### src/hdl/utcl_pkg.sv
package utcl_pkg;

	// Function codes of an input word.
	localparam logic FUNC_START = 1'b0;
	localparam logic FUNC_TEXT  = 1'b1;

	// Register indexes of the configuration port.
	localparam logic REG_GLYPH_WIDTH  = 1'b0;
	localparam logic REG_GLYPH_HEIGHT = 1'b1;

	localparam int ADDR_W = 3;

	localparam logic [7:0] GLYPH_W_RESET = 8'd8;
	localparam logic [7:0] GLYPH_H_RESET = 8'd16;

	// Tab spacing is four glyph widths, so it needs two bits more than a width.
	localparam int TAB_BITS = 10;

	// UTF-8 lead byte patterns.
	localparam logic [7:0] LEAD4_MASK = 8'hF8;
	localparam logic [7:0] LEAD4_CODE = 8'hF0;
	localparam logic [7:0] LEAD3_MASK = 8'hF0;
	localparam logic [7:0] LEAD3_CODE = 8'hE0;
	localparam logic [7:0] LEAD2_MASK = 8'hE0;
	localparam logic [7:0] LEAD2_CODE = 8'hC0;

	// Control code points that move the cursor without drawing.
	localparam logic [20:0] CP_TAB = 21'h09;
	localparam logic [20:0] CP_LF  = 21'h0A;
	localparam logic [20:0] CP_CR  = 21'h0D;

	localparam int FIFO_DEPTH = 2;

	typedef enum logic [0:0] {
		CMD_START = 1'b0,
		CMD_CODE  = 1'b1
	} cmd_kind_t;

	// One command from the decoder to the cursor unit.
	typedef struct packed {
		cmd_kind_t   kind;
		logic [15:0] org_x;
		logic [15:0] org_y;
		logic [31:0] color;
		logic [20:0] cp;
	} cmd_t;

	// Queue status seen by the cursor unit.
	typedef struct packed {
		logic empty;
		cmd_t head;
	} fifo_stat_t;

endpackage

### src/hdl/utcl_decoder.sv
module utcl_decoder import utcl_pkg::*; (
	input  logic        clk,
	input  logic        arst_n,
	input  logic        in_valid,
	output logic        in_ready,
	input  logic        func,
	input  logic [15:0] origin_x,
	input  logic [15:0] origin_y,
	input  logic [31:0] ink_color,
	input  logic [7:0]  byte_value,
	input  logic        full,
	output logic        push,
	output cmd_t        push_cmd
);

	logic [1:0]  pending_q, pending_n;
	logic [20:0] accum_q, accum_n;
	logic        ended_q, ended_n;
	logic        acc;
	logic [20:0] cont_cp;

	assign in_ready = !full;
	assign acc      = in_valid && in_ready;

	// A continuation byte shifts in six payload bits.
	assign cont_cp = {accum_q[14:0], byte_value[5:0]};

	// Classify each accepted word and build the command for the queue.
	always_comb begin
		pending_n      = pending_q;
		accum_n        = accum_q;
		ended_n        = ended_q;
		push           = 1'b0;
		push_cmd.kind  = CMD_CODE;
		push_cmd.org_x = origin_x;
		push_cmd.org_y = origin_y;
		push_cmd.color = ink_color;
		push_cmd.cp    = '0;
		if (acc) begin
			if (func == FUNC_START) begin
				pending_n     = 2'd0;
				accum_n       = '0;
				ended_n       = 1'b0;
				push          = 1'b1;
				push_cmd.kind = CMD_START;
			end else if (!ended_q) begin
				if (pending_q != 2'd0) begin
					accum_n   = cont_cp;
					pending_n = pending_q - 2'd1;
					if (pending_q == 2'd1) begin
						push        = 1'b1;
						push_cmd.cp = cont_cp;
					end
				end else if (byte_value == 8'd0) begin
					ended_n = 1'b1;
				end else if ((byte_value & LEAD4_MASK) == LEAD4_CODE) begin
					accum_n   = {18'd0, byte_value[2:0]};
					pending_n = 2'd3;
				end else if ((byte_value & LEAD3_MASK) == LEAD3_CODE) begin
					accum_n   = {17'd0, byte_value[3:0]};
					pending_n = 2'd2;
				end else if ((byte_value & LEAD2_MASK) == LEAD2_CODE) begin
					accum_n   = {16'd0, byte_value[4:0]};
					pending_n = 2'd1;
				end else begin
					push        = 1'b1;
					push_cmd.cp = {14'd0, byte_value[6:0]};
				end
			end
		end
	end

	// Decoder state.
	always_ff @(posedge clk or negedge arst_n) begin
		if (!arst_n) begin
			pending_q <= 2'd0;
			accum_q   <= '0;
			ended_q   <= 1'b1;
		end else begin
			pending_q <= pending_n;
			accum_q   <= accum_n;
			ended_q   <= ended_n;
		end
	end

endmodule

### src/hdl/utcl_cmd_fifo.sv
module utcl_cmd_fifo import utcl_pkg::*; (
	input  logic       clk,
	input  logic       arst_n,
	input  logic       push,
	input  cmd_t       push_cmd,
	output logic       full,
	input  logic       pop,
	output fifo_stat_t stat
);

	localparam int PTR_W = $clog2(FIFO_DEPTH);
	localparam int CNT_W = $clog2(FIFO_DEPTH + 1);

	cmd_t             slot_q [FIFO_DEPTH];
	logic [PTR_W-1:0] wr_ptr_q;
	logic [PTR_W-1:0] rd_ptr_q;
	logic [CNT_W-1:0] count_q;
	logic             do_push;
	logic             do_pop;

	assign full       = (count_q == CNT_W'(FIFO_DEPTH));
	assign stat.empty = (count_q == '0);
	assign stat.head  = slot_q[rd_ptr_q];
	assign do_push    = push && !full;
	assign do_pop     = pop && !stat.empty;

	// Command storage.
	always_ff @(posedge clk) begin
		if (do_push) begin
			slot_q[wr_ptr_q] <= push_cmd;
		end
	end

	// Pointers and fill count.
	always_ff @(posedge clk or negedge arst_n) begin
		if (!arst_n) begin
			wr_ptr_q <= '0;
			rd_ptr_q <= '0;
			count_q  <= '0;
		end else begin
			if (do_push) begin
				wr_ptr_q <= (wr_ptr_q == PTR_W'(FIFO_DEPTH - 1)) ? '0 : wr_ptr_q + 1'b1;
			end
			if (do_pop) begin
				rd_ptr_q <= (rd_ptr_q == PTR_W'(FIFO_DEPTH - 1)) ? '0 : rd_ptr_q + 1'b1;
			end
			if (do_push && !do_pop) begin
				count_q <= count_q + 1'b1;
			end else if (do_pop && !do_push) begin
				count_q <= count_q - 1'b1;
			end
		end
	end

endmodule

### src/hdl/utcl_cursor.sv
module utcl_cursor import utcl_pkg::*; #(
	parameter int COORD_BITS = 16
) (
	input  logic        clk,
	input  logic        arst_n,
	input  logic [7:0]  glyph_width,
	input  logic [7:0]  glyph_height,
	input  fifo_stat_t  stat,
	output logic        pop,
	output logic        out_valid,
	input  logic        out_ready,
	output logic [15:0] pos_x,
	output logic [15:0] pos_y,
	output logic [20:0] code_point,
	output logic [31:0] draw_color
);

	localparam int CW    = COORD_BITS;
	localparam int CNT_W = $clog2(CW);
	localparam logic [CW-1:0] CMAX = {CW{1'b1}};

	typedef enum logic [1:0] {
		ST_RUN = 2'b01,
		ST_TAB = 2'b10
	} back_state_t;

	back_state_t         state_q, state_n;
	logic [CW-1:0]       start_x_q, start_x_n;
	logic [CW-1:0]       start_y_q, start_y_n;
	logic [CW-1:0]       cur_x_q, cur_x_n;
	logic [CW-1:0]       cur_y_q, cur_y_n;
	logic [31:0]         pen_q, pen_n;
	logic [CW-1:0]       div_q, div_n;
	logic [TAB_BITS-1:0] rem_q, rem_n;
	logic [CNT_W-1:0]    cnt_q, cnt_n;
	logic                out_valid_q, out_valid_n;
	logic                load_out;
	logic [15:0]         pos_x_q, pos_y_q;
	logic [20:0]         cp_q;
	logic [31:0]         color_q;

	logic [TAB_BITS-1:0] tab;
	logic [TAB_BITS-1:0] gw_ext;
	logic [TAB_BITS-1:0] gh_ext;
	logic                out_free;
	logic [CW+15:0]      org_x_ext;
	logic [CW+15:0]      org_y_ext;
	logic [CW+15:0]      px_ext;
	logic [CW+15:0]      py_ext;
	logic [TAB_BITS:0]   rem_sh;
	logic [TAB_BITS-1:0] rem_step;

	// Saturating add of a small step to a coordinate.
	function automatic logic [CW-1:0] sat_add(input logic [CW-1:0] a,
			input logic [TAB_BITS-1:0] b);
		logic [CW+TAB_BITS-1:0] s;
		s = {{TAB_BITS{1'b0}}, a} + {{CW{1'b0}}, b};
		return (s > {{TAB_BITS{1'b0}}, CMAX}) ? CMAX : s[CW-1:0];
	endfunction

	assign tab       = {glyph_width, 2'b00};
	assign gw_ext    = {2'b00, glyph_width};
	assign gh_ext    = {2'b00, glyph_height};
	assign out_free  = !out_valid_q || out_ready;
	assign org_x_ext = {{CW{1'b0}}, stat.head.org_x};
	assign org_y_ext = {{CW{1'b0}}, stat.head.org_y};
	assign px_ext    = {16'd0, cur_x_q};
	assign py_ext    = {16'd0, cur_y_q};

	// One restoring step of the tab remainder, one distance bit per cycle.
	assign rem_sh   = {rem_q, div_q[CW-1]};
	assign rem_step = (rem_sh >= {1'b0, tab}) ? TAB_BITS'(rem_sh - {1'b0, tab})
		: rem_sh[TAB_BITS-1:0];

	// Command execution and cursor update.
	always_comb begin
		state_n     = state_q;
		start_x_n   = start_x_q;
		start_y_n   = start_y_q;
		cur_x_n     = cur_x_q;
		cur_y_n     = cur_y_q;
		pen_n       = pen_q;
		div_n       = div_q;
		rem_n       = rem_q;
		cnt_n       = cnt_q;
		pop         = 1'b0;
		load_out    = 1'b0;
		out_valid_n = out_valid_q && !out_ready;
		case (state_q)
			ST_RUN: begin
				if (!stat.empty) begin
					case (stat.head.kind)
						CMD_START: begin
							pop       = 1'b1;
							start_x_n = org_x_ext[CW-1:0];
							start_y_n = org_y_ext[CW-1:0];
							cur_x_n   = org_x_ext[CW-1:0];
							cur_y_n   = org_y_ext[CW-1:0];
							pen_n     = stat.head.color;
						end
						CMD_CODE: begin
							case (stat.head.cp)
								CP_LF: begin
									pop     = 1'b1;
									cur_y_n = sat_add(cur_y_q, gh_ext);
									cur_x_n = start_x_q;
								end
								CP_CR: begin
									pop     = 1'b1;
									cur_x_n = start_x_q;
								end
								CP_TAB: begin
									pop = 1'b1;
									if (tab != '0 && cur_x_q >= start_x_q) begin
										div_n   = cur_x_q - start_x_q;
										rem_n   = '0;
										cnt_n   = CNT_W'(CW - 1);
										state_n = ST_TAB;
									end
								end
								default: begin
									if (out_free) begin
										pop         = 1'b1;
										load_out    = 1'b1;
										out_valid_n = 1'b1;
										cur_x_n     = sat_add(cur_x_q, gw_ext);
									end
								end
							endcase
						end
						default: begin
							pop = 1'b1;
						end
					endcase
				end
			end
			ST_TAB: begin
				rem_n = rem_step;
				div_n = {div_q[CW-2:0], 1'b0};
				cnt_n = cnt_q - 1'b1;
				if (cnt_q == '0) begin
					cur_x_n = sat_add(cur_x_q, tab - rem_step);
					state_n = ST_RUN;
				end
			end
			default: begin
				state_n = ST_RUN;
			end
		endcase
	end

	// Control and cursor registers.
	always_ff @(posedge clk or negedge arst_n) begin
		if (!arst_n) begin
			state_q     <= ST_RUN;
			start_x_q   <= '0;
			start_y_q   <= '0;
			cur_x_q     <= '0;
			cur_y_q     <= '0;
			pen_q       <= '0;
			out_valid_q <= 1'b0;
		end else begin
			state_q     <= state_n;
			start_x_q   <= start_x_n;
			start_y_q   <= start_y_n;
			cur_x_q     <= cur_x_n;
			cur_y_q     <= cur_y_n;
			pen_q       <= pen_n;
			out_valid_q <= out_valid_n;
		end
	end

	// Remainder unit and output word registers.
	always_ff @(posedge clk) begin
		div_q <= div_n;
		rem_q <= rem_n;
		cnt_q <= cnt_n;
		if (load_out) begin
			pos_x_q <= px_ext[15:0];
			pos_y_q <= py_ext[15:0];
			cp_q    <= stat.head.cp;
			color_q <= pen_q;
		end
	end

	assign out_valid  = out_valid_q;
	assign pos_x      = pos_x_q;
	assign pos_y      = pos_y_q;
	assign code_point = cp_q;
	assign draw_color = color_q;

endmodule

### src/hdl/utf8_text_cursor_layout_top.sv
// A drawn glyph goes through the command queue into the output register.
// One byte is taken per cycle while the command queue is not full; a drawn
// word leaves each cycle it is taken. A tab holds the cursor unit in its
// bit-serial remainder unit; a two-word queue lets input continue meanwhile.
// Reset (arst_n low, asynchronous) clears the queue, cursor and output valid,
// and sets glyph width 8, height 16; no string is active until a start word.
module utf8_text_cursor_layout_top import utcl_pkg::*; #(
	parameter int COORD_BITS = 16
) (
	input  logic              clk,
	input  logic              arst_n,
	input  logic              psel,
	input  logic              penable,
	input  logic              pwrite,
	input  logic [ADDR_W-1:0] paddr,
	input  logic [31:0]       pwdata,
	output logic [31:0]       prdata,
	output logic              pready,
	input  logic              in_valid,
	output logic              in_ready,
	input  logic              func,
	input  logic [15:0]       origin_x,
	input  logic [15:0]       origin_y,
	input  logic [31:0]       ink_color,
	input  logic [7:0]        byte_value,
	output logic              out_valid,
	input  logic              out_ready,
	output logic [15:0]       pos_x,
	output logic [15:0]       pos_y,
	output logic [20:0]       code_point,
	output logic [31:0]       draw_color
);

	logic [7:0] glyph_width_q;
	logic [7:0] glyph_height_q;
	logic       reg_sel;
	logic       cfg_wr;
	logic       push;
	cmd_t       push_cmd;
	logic       full;
	logic       pop;
	fifo_stat_t stat;

	assign pready  = 1'b1;
	assign reg_sel = paddr[2];
	assign cfg_wr  = psel && penable && pwrite;

	// Configuration registers.
	always_ff @(posedge clk or negedge arst_n) begin
		if (!arst_n) begin
			glyph_width_q  <= GLYPH_W_RESET;
			glyph_height_q <= GLYPH_H_RESET;
		end else if (cfg_wr) begin
			if (reg_sel == REG_GLYPH_WIDTH) begin
				glyph_width_q <= pwdata[7:0];
			end else begin
				glyph_height_q <= pwdata[7:0];
			end
		end
	end

	// Register read back.
	always_comb begin
		case (reg_sel)
			REG_GLYPH_WIDTH:  prdata = {24'd0, glyph_width_q};
			REG_GLYPH_HEIGHT: prdata = {24'd0, glyph_height_q};
			default:          prdata = '0;
		endcase
	end

	utcl_decoder u_decoder (
		.clk        (clk),
		.arst_n     (arst_n),
		.in_valid   (in_valid),
		.in_ready   (in_ready),
		.func       (func),
		.origin_x   (origin_x),
		.origin_y   (origin_y),
		.ink_color  (ink_color),
		.byte_value (byte_value),
		.full       (full),
		.push       (push),
		.push_cmd   (push_cmd)
	);

	utcl_cmd_fifo u_fifo (
		.clk      (clk),
		.arst_n   (arst_n),
		.push     (push),
		.push_cmd (push_cmd),
		.full     (full),
		.pop      (pop),
		.stat     (stat)
	);

	utcl_cursor #(
		.COORD_BITS (COORD_BITS)
	) u_cursor (
		.clk          (clk),
		.arst_n       (arst_n),
		.glyph_width  (glyph_width_q),
		.glyph_height (glyph_height_q),
		.stat         (stat),
		.pop          (pop),
		.out_valid    (out_valid),
		.out_ready    (out_ready),
		.pos_x        (pos_x),
		.pos_y        (pos_y),
		.code_point   (code_point),
		.draw_color   (draw_color)
	);

endmodule

### config.mk
export PLATFORM = sky130hd
export DESIGN_NAME = utf8_text_cursor_layout_top
export DESIGN_NICKNAME = d
export VERILOG_FILES = /design/src/hdl/utcl_pkg.sv /design/src/hdl/utcl_decoder.sv /design/src/hdl/utcl_cmd_fifo.sv /design/src/hdl/utcl_cursor.sv /design/src/hdl/utf8_text_cursor_layout_top.sv
export SDC_FILE = /design/constraint.sdc
export NUM_CORES = 1
export LEC_CHECK = 0
export ABC_AREA = 1
export BUFFER_PORTS_ARGS = -buffer_cell sky130_fd_sc_hd__buf_2
export CORE_AREA = 2 2 256 258
export CTS_BUF_LIST = sky130_fd_sc_hd__clkbuf_4
export CTS_CLUSTER_SIZE = 24
export DETAILED_ROUTE_END_ITERATION = 10
export DIE_AREA = 0 0 258 260
export GPL_ROUTABILITY_DRIVEN = 1
export MAX_ROUTING_LAYER = met4
export PLACE_DENSITY = 0.59
export SYNTH_ARGS = -nofsm -noshare
export SYNTH_HDL_FRONTEND = slang
export SYNTH_SLANG_ARGS = --single-unit
### constraint.sdc
create_clock -name clk -period 5.8 [get_ports clk]
set_clock_uncertainty 0.05 [all_clocks]
set_input_delay 1.16 -clock clk [delete_from_list [all_inputs] [get_ports clk]]
set_output_delay 1.16 -clock clk [all_outputs]
set_load 0.05 [all_outputs]
==> metrics <==
Initial Utilization between 20 and 30%; Place WS 0.505 ns; Core ar. 64100 um2; ranking of synthesized cells by area edfxtp_1 45%, dfrtp_1 15%, nand2_1 11%; Detailed Place HPWL 34700 um; Mean Syn Cell Area 9.92 um2; CTS Buf Count ~100; Top FF cell, synth edfxtp_1; Clk Tree Root Cell clkbuf_4; WP data required 6.47 ns; Slew Viols, Final 0; Pre-antenna DRT Iters 5; CP arrival 5.97 ns; worst hold path type in -> async; clock-pin slew of the registers on the worst-case setup and hold paths ~0.070 ns; Setup Viol. Count Final 0; die footprint 67100 um2; Die Y roughly 260 um; status completed; Synth area leader edfxtp_1; GP Congestion between 0.8 and 0.9; Yosys warning total 0; power density cells 614 nW/um2; Layout area overhead 17.0%; vias per cell 4.57; Post-Syn Instances 1935; die width 258 um; Peak Freq 0.189 GHz; first-pass GRT wire length 77600 um; Syn Std Cell Area 19200 um2; CP Buf/Inv Count 4; PnR worst setup slack 0.508 ns; CP delay by family, top simple AND/OR/NAND/NOR gates; Fin. Hold Viols 0; WL final 49200 um; maximum vdd drop 385 uV; max_cap viols 0; vias post-DR 14400; Setup crit end kind flop; Startpoint Class flop; max_slew headroom 27.1%; total track usage between 10% and 20%; Post-synth EDFFs 287; share of layout cells above drive strength 1 18.0%; Leak 9.76 nW; RSZ-0062 raised after global routing false; commonest cells after routing, fill and taps aside 538 x nand2_1, 287 x edfxtp_1, 182 x buf_2, 175 x inv_1, 153 x clkbuf_4; Worst Max-Slew Pin Slew 1.09 ns; total congestion overflow 0; #FFs+latches synth 408; critical path's most frequent cell nand2_1; CP max stage cell dfstp_2; CTS sink count 408; asr flop ratio synth 29.7%; Residual DRC 0; antenna-violating nets left 0; vias in the first global route 14500; fin nets 2362; TritonCTS clock tree yes; Tmin final 5.29 ns; FP Rows 93; hold_buf cts 0; Yosys top cell area share 44.9%; sequential share of the synthesized area 60.7%; setup tns final 0 ns; CTS Buffer Depth 3; Worst Path Max Fanout 15; htree depth 3; drt initial violations 890; initial antenna violation count 11; Slowest Stage Delay on Critical Path 0.60 ns; final period utilization 91.2%; I/O Buffers ~180; CP Class reg -> reg; synth unique cells 51; I/O pin cnt 235; largest net degree at the start of global routing 122; worst-skew pair later-pin latency roughly 0.87 ns; most common cell after layout, fill and taps aside nand2_1; DR WL/cell 15.7 um
## repair_timing
action / 4_1_cts / 5_1_grt
setup endpoints to repair: 0 / 9
setup buffers: 0 / 0
gates resized for setup: 0 / 1
## state kept, by name, indices dropped and copies added, names as in the netlist, 2 cells and up
| name | count |
|---|---|
| glyph_width_q | 8 |
| u_cursor.cur_x_q | 16 |
| u_cursor.start_x_q | 16 |
| u_decoder.accum_q | 15 |
| u_cursor.pos_x | 16 |
| u_cursor.cnt_q | 4 |
| u_cursor.div_q | 16 |
| u_cursor.pen_q | 32 |
| u_cursor.pos_y | 16 |
| u_cursor.state_q | 2 |
| u_fifo.slot_q | 172 |
| u_decoder.pending_q | 2 |
| u_cursor.cur_y_q | 16 |
| u_cursor.rem_q | 10 |
| u_cursor.code_point | 21 |
| u_cursor.draw_color | 32 |
| u_fifo.count_q | 2 |
| glyph_height_q | 8 |
## layer usage
layer  up-vias  GRT usage (%)  routed length [um]
li1       7106              -                   -
met1      6754           17.8               21100
met2       414           24.6               23500
met3        91           4.40                3330
met4         0           5.51                1220
met5         -              -                   0
## final cells by class
cell class | count | area [um2]
Antenna cell | 13 | 32.5
Clock buffer | 153 | 1150
Clock inverter | 43 | 240
Fill cell | 6434 | 41700
Inverter | 182 | 683
Multi-Input combinational cell | 1283 | 6510
Sequential cell | 408 | 11700
Tap cell | 855 | 1070
Timing Repair Buffer | 203 | 1120
## path summary, 6_finish.rpt
path | start | endpoint | slack (ns) | cells after the start
worst max-delay path | glyph_width_q[3]$_DFFE_PN1P_ | u_cursor.cur_x_q[15]$_DFFE_PN0P_ | 0.51 | 30
worst min-delay path | arst_n | u_cursor.pen_q[9]$_DFFE_PN0P_ | 0.38 | 2
worst max register to register | glyph_width_q[3]$_DFFE_PN1P_ | u_cursor.cur_x_q[15]$_DFFE_PN0P_ | 0.51 | 30
worst min register to register | u_cursor.pen_q[21]$_DFFE_PN0P_ | u_cursor.draw_color[21]$_DFFE_PP_ | 0.39 | 0
max in group asynchronous | arst_n | u_fifo.rd_ptr_q$_DFFE_PN0P_ | 4.67 | 2
min in group clk | u_cursor.pen_q[21]$_DFFE_PN0P_ | u_cursor.draw_color[21]$_DFFE_PP_ | 0.39 | 0
## synth_stat cells (2+ instances only)
| cell | count |
|---|---|
| nand2_1 | 539 |
| edfxtp_1 | 287 |
| inv_1 | 175 |
| nor2_1 | 143 |
| nand3_1 | 119 |
| dfrtp_1 | 117 |
| o21ai_0 | 114 |
| a21oi_1 | 73 |
| ha_1 | 60 |
| a31oi_1 | 47 |
| clkbuf_1 | 40 |
| buf_4 | 28 |
| nand4_1 | 24 |
| xor2_1 | 20 |
| xnor2_1 | 17 |
| nor3_1 | 13 |
| o211ai_1 | 11 |
| buf_2 | 9 |
| or2_2 | 8 |
| nand3b_1 | 7 |
| o21bai_1 | 7 |
| o21ai_1 | 6 |
| o31ai_1 | 6 |
| buf_1 | 5 |
| fa_1 | 5 |
| inv_2 | 5 |
| a21boi_0 | 4 |
| a21o_1 | 4 |
| dfstp_2 | 4 |
| nor4_1 | 4 |
| a31o_2 | 3 |
| nand2_2 | 3 |
| or2_0 | 3 |
| or2_1 | 3 |
| a211oi_1 | 2 |
| buf_6 | 2 |
| clkinv_1 | 2 |
| conb_1 | 2 |
| o22ai_1 | 2 |
## kinds of logic after synthesis
logic type,after synthesis,share of synthesized area [%]
flops,408,60.7
buf+inv,267,5.99
xor+xnor,37,1.69
simple gates,873,18.8
other cells,2,0.0391
compound gates,283,8.27
fa+ha+maj,65,4.43
## where the power goes
group	leakage, nW	switching, W	internal (W)
Combinational	4.76	0.00451	0.00177
Clock	0.837	0.00121	0.00131
Sequential	4.17	0.000557	0.00444
## metrics by stage
step | total power (W) | hold WS (ns) | std cells | utilization (%) | area (um2)
2_1_floorplan | 0.00966 | 0.376 | 1958 | - | 19300
3_3_place_gp | 0.0112 | 0.382 | 2931 | 32.8 | 21000
3_5_place_dp | 0.0113 | 0.386 | 2931 | 32.8 | 21000
4_1_cts | 0.0139 | 0.332 | 3127 | 35.0 | 22400
5_1_grt | 0.0149 | 0.335 | 3138 | 35.0 | 22500
6_report | 0.0138 | 0.375 | 3140 | 35.0 | 22500
(Power assumes the default switching activity.)
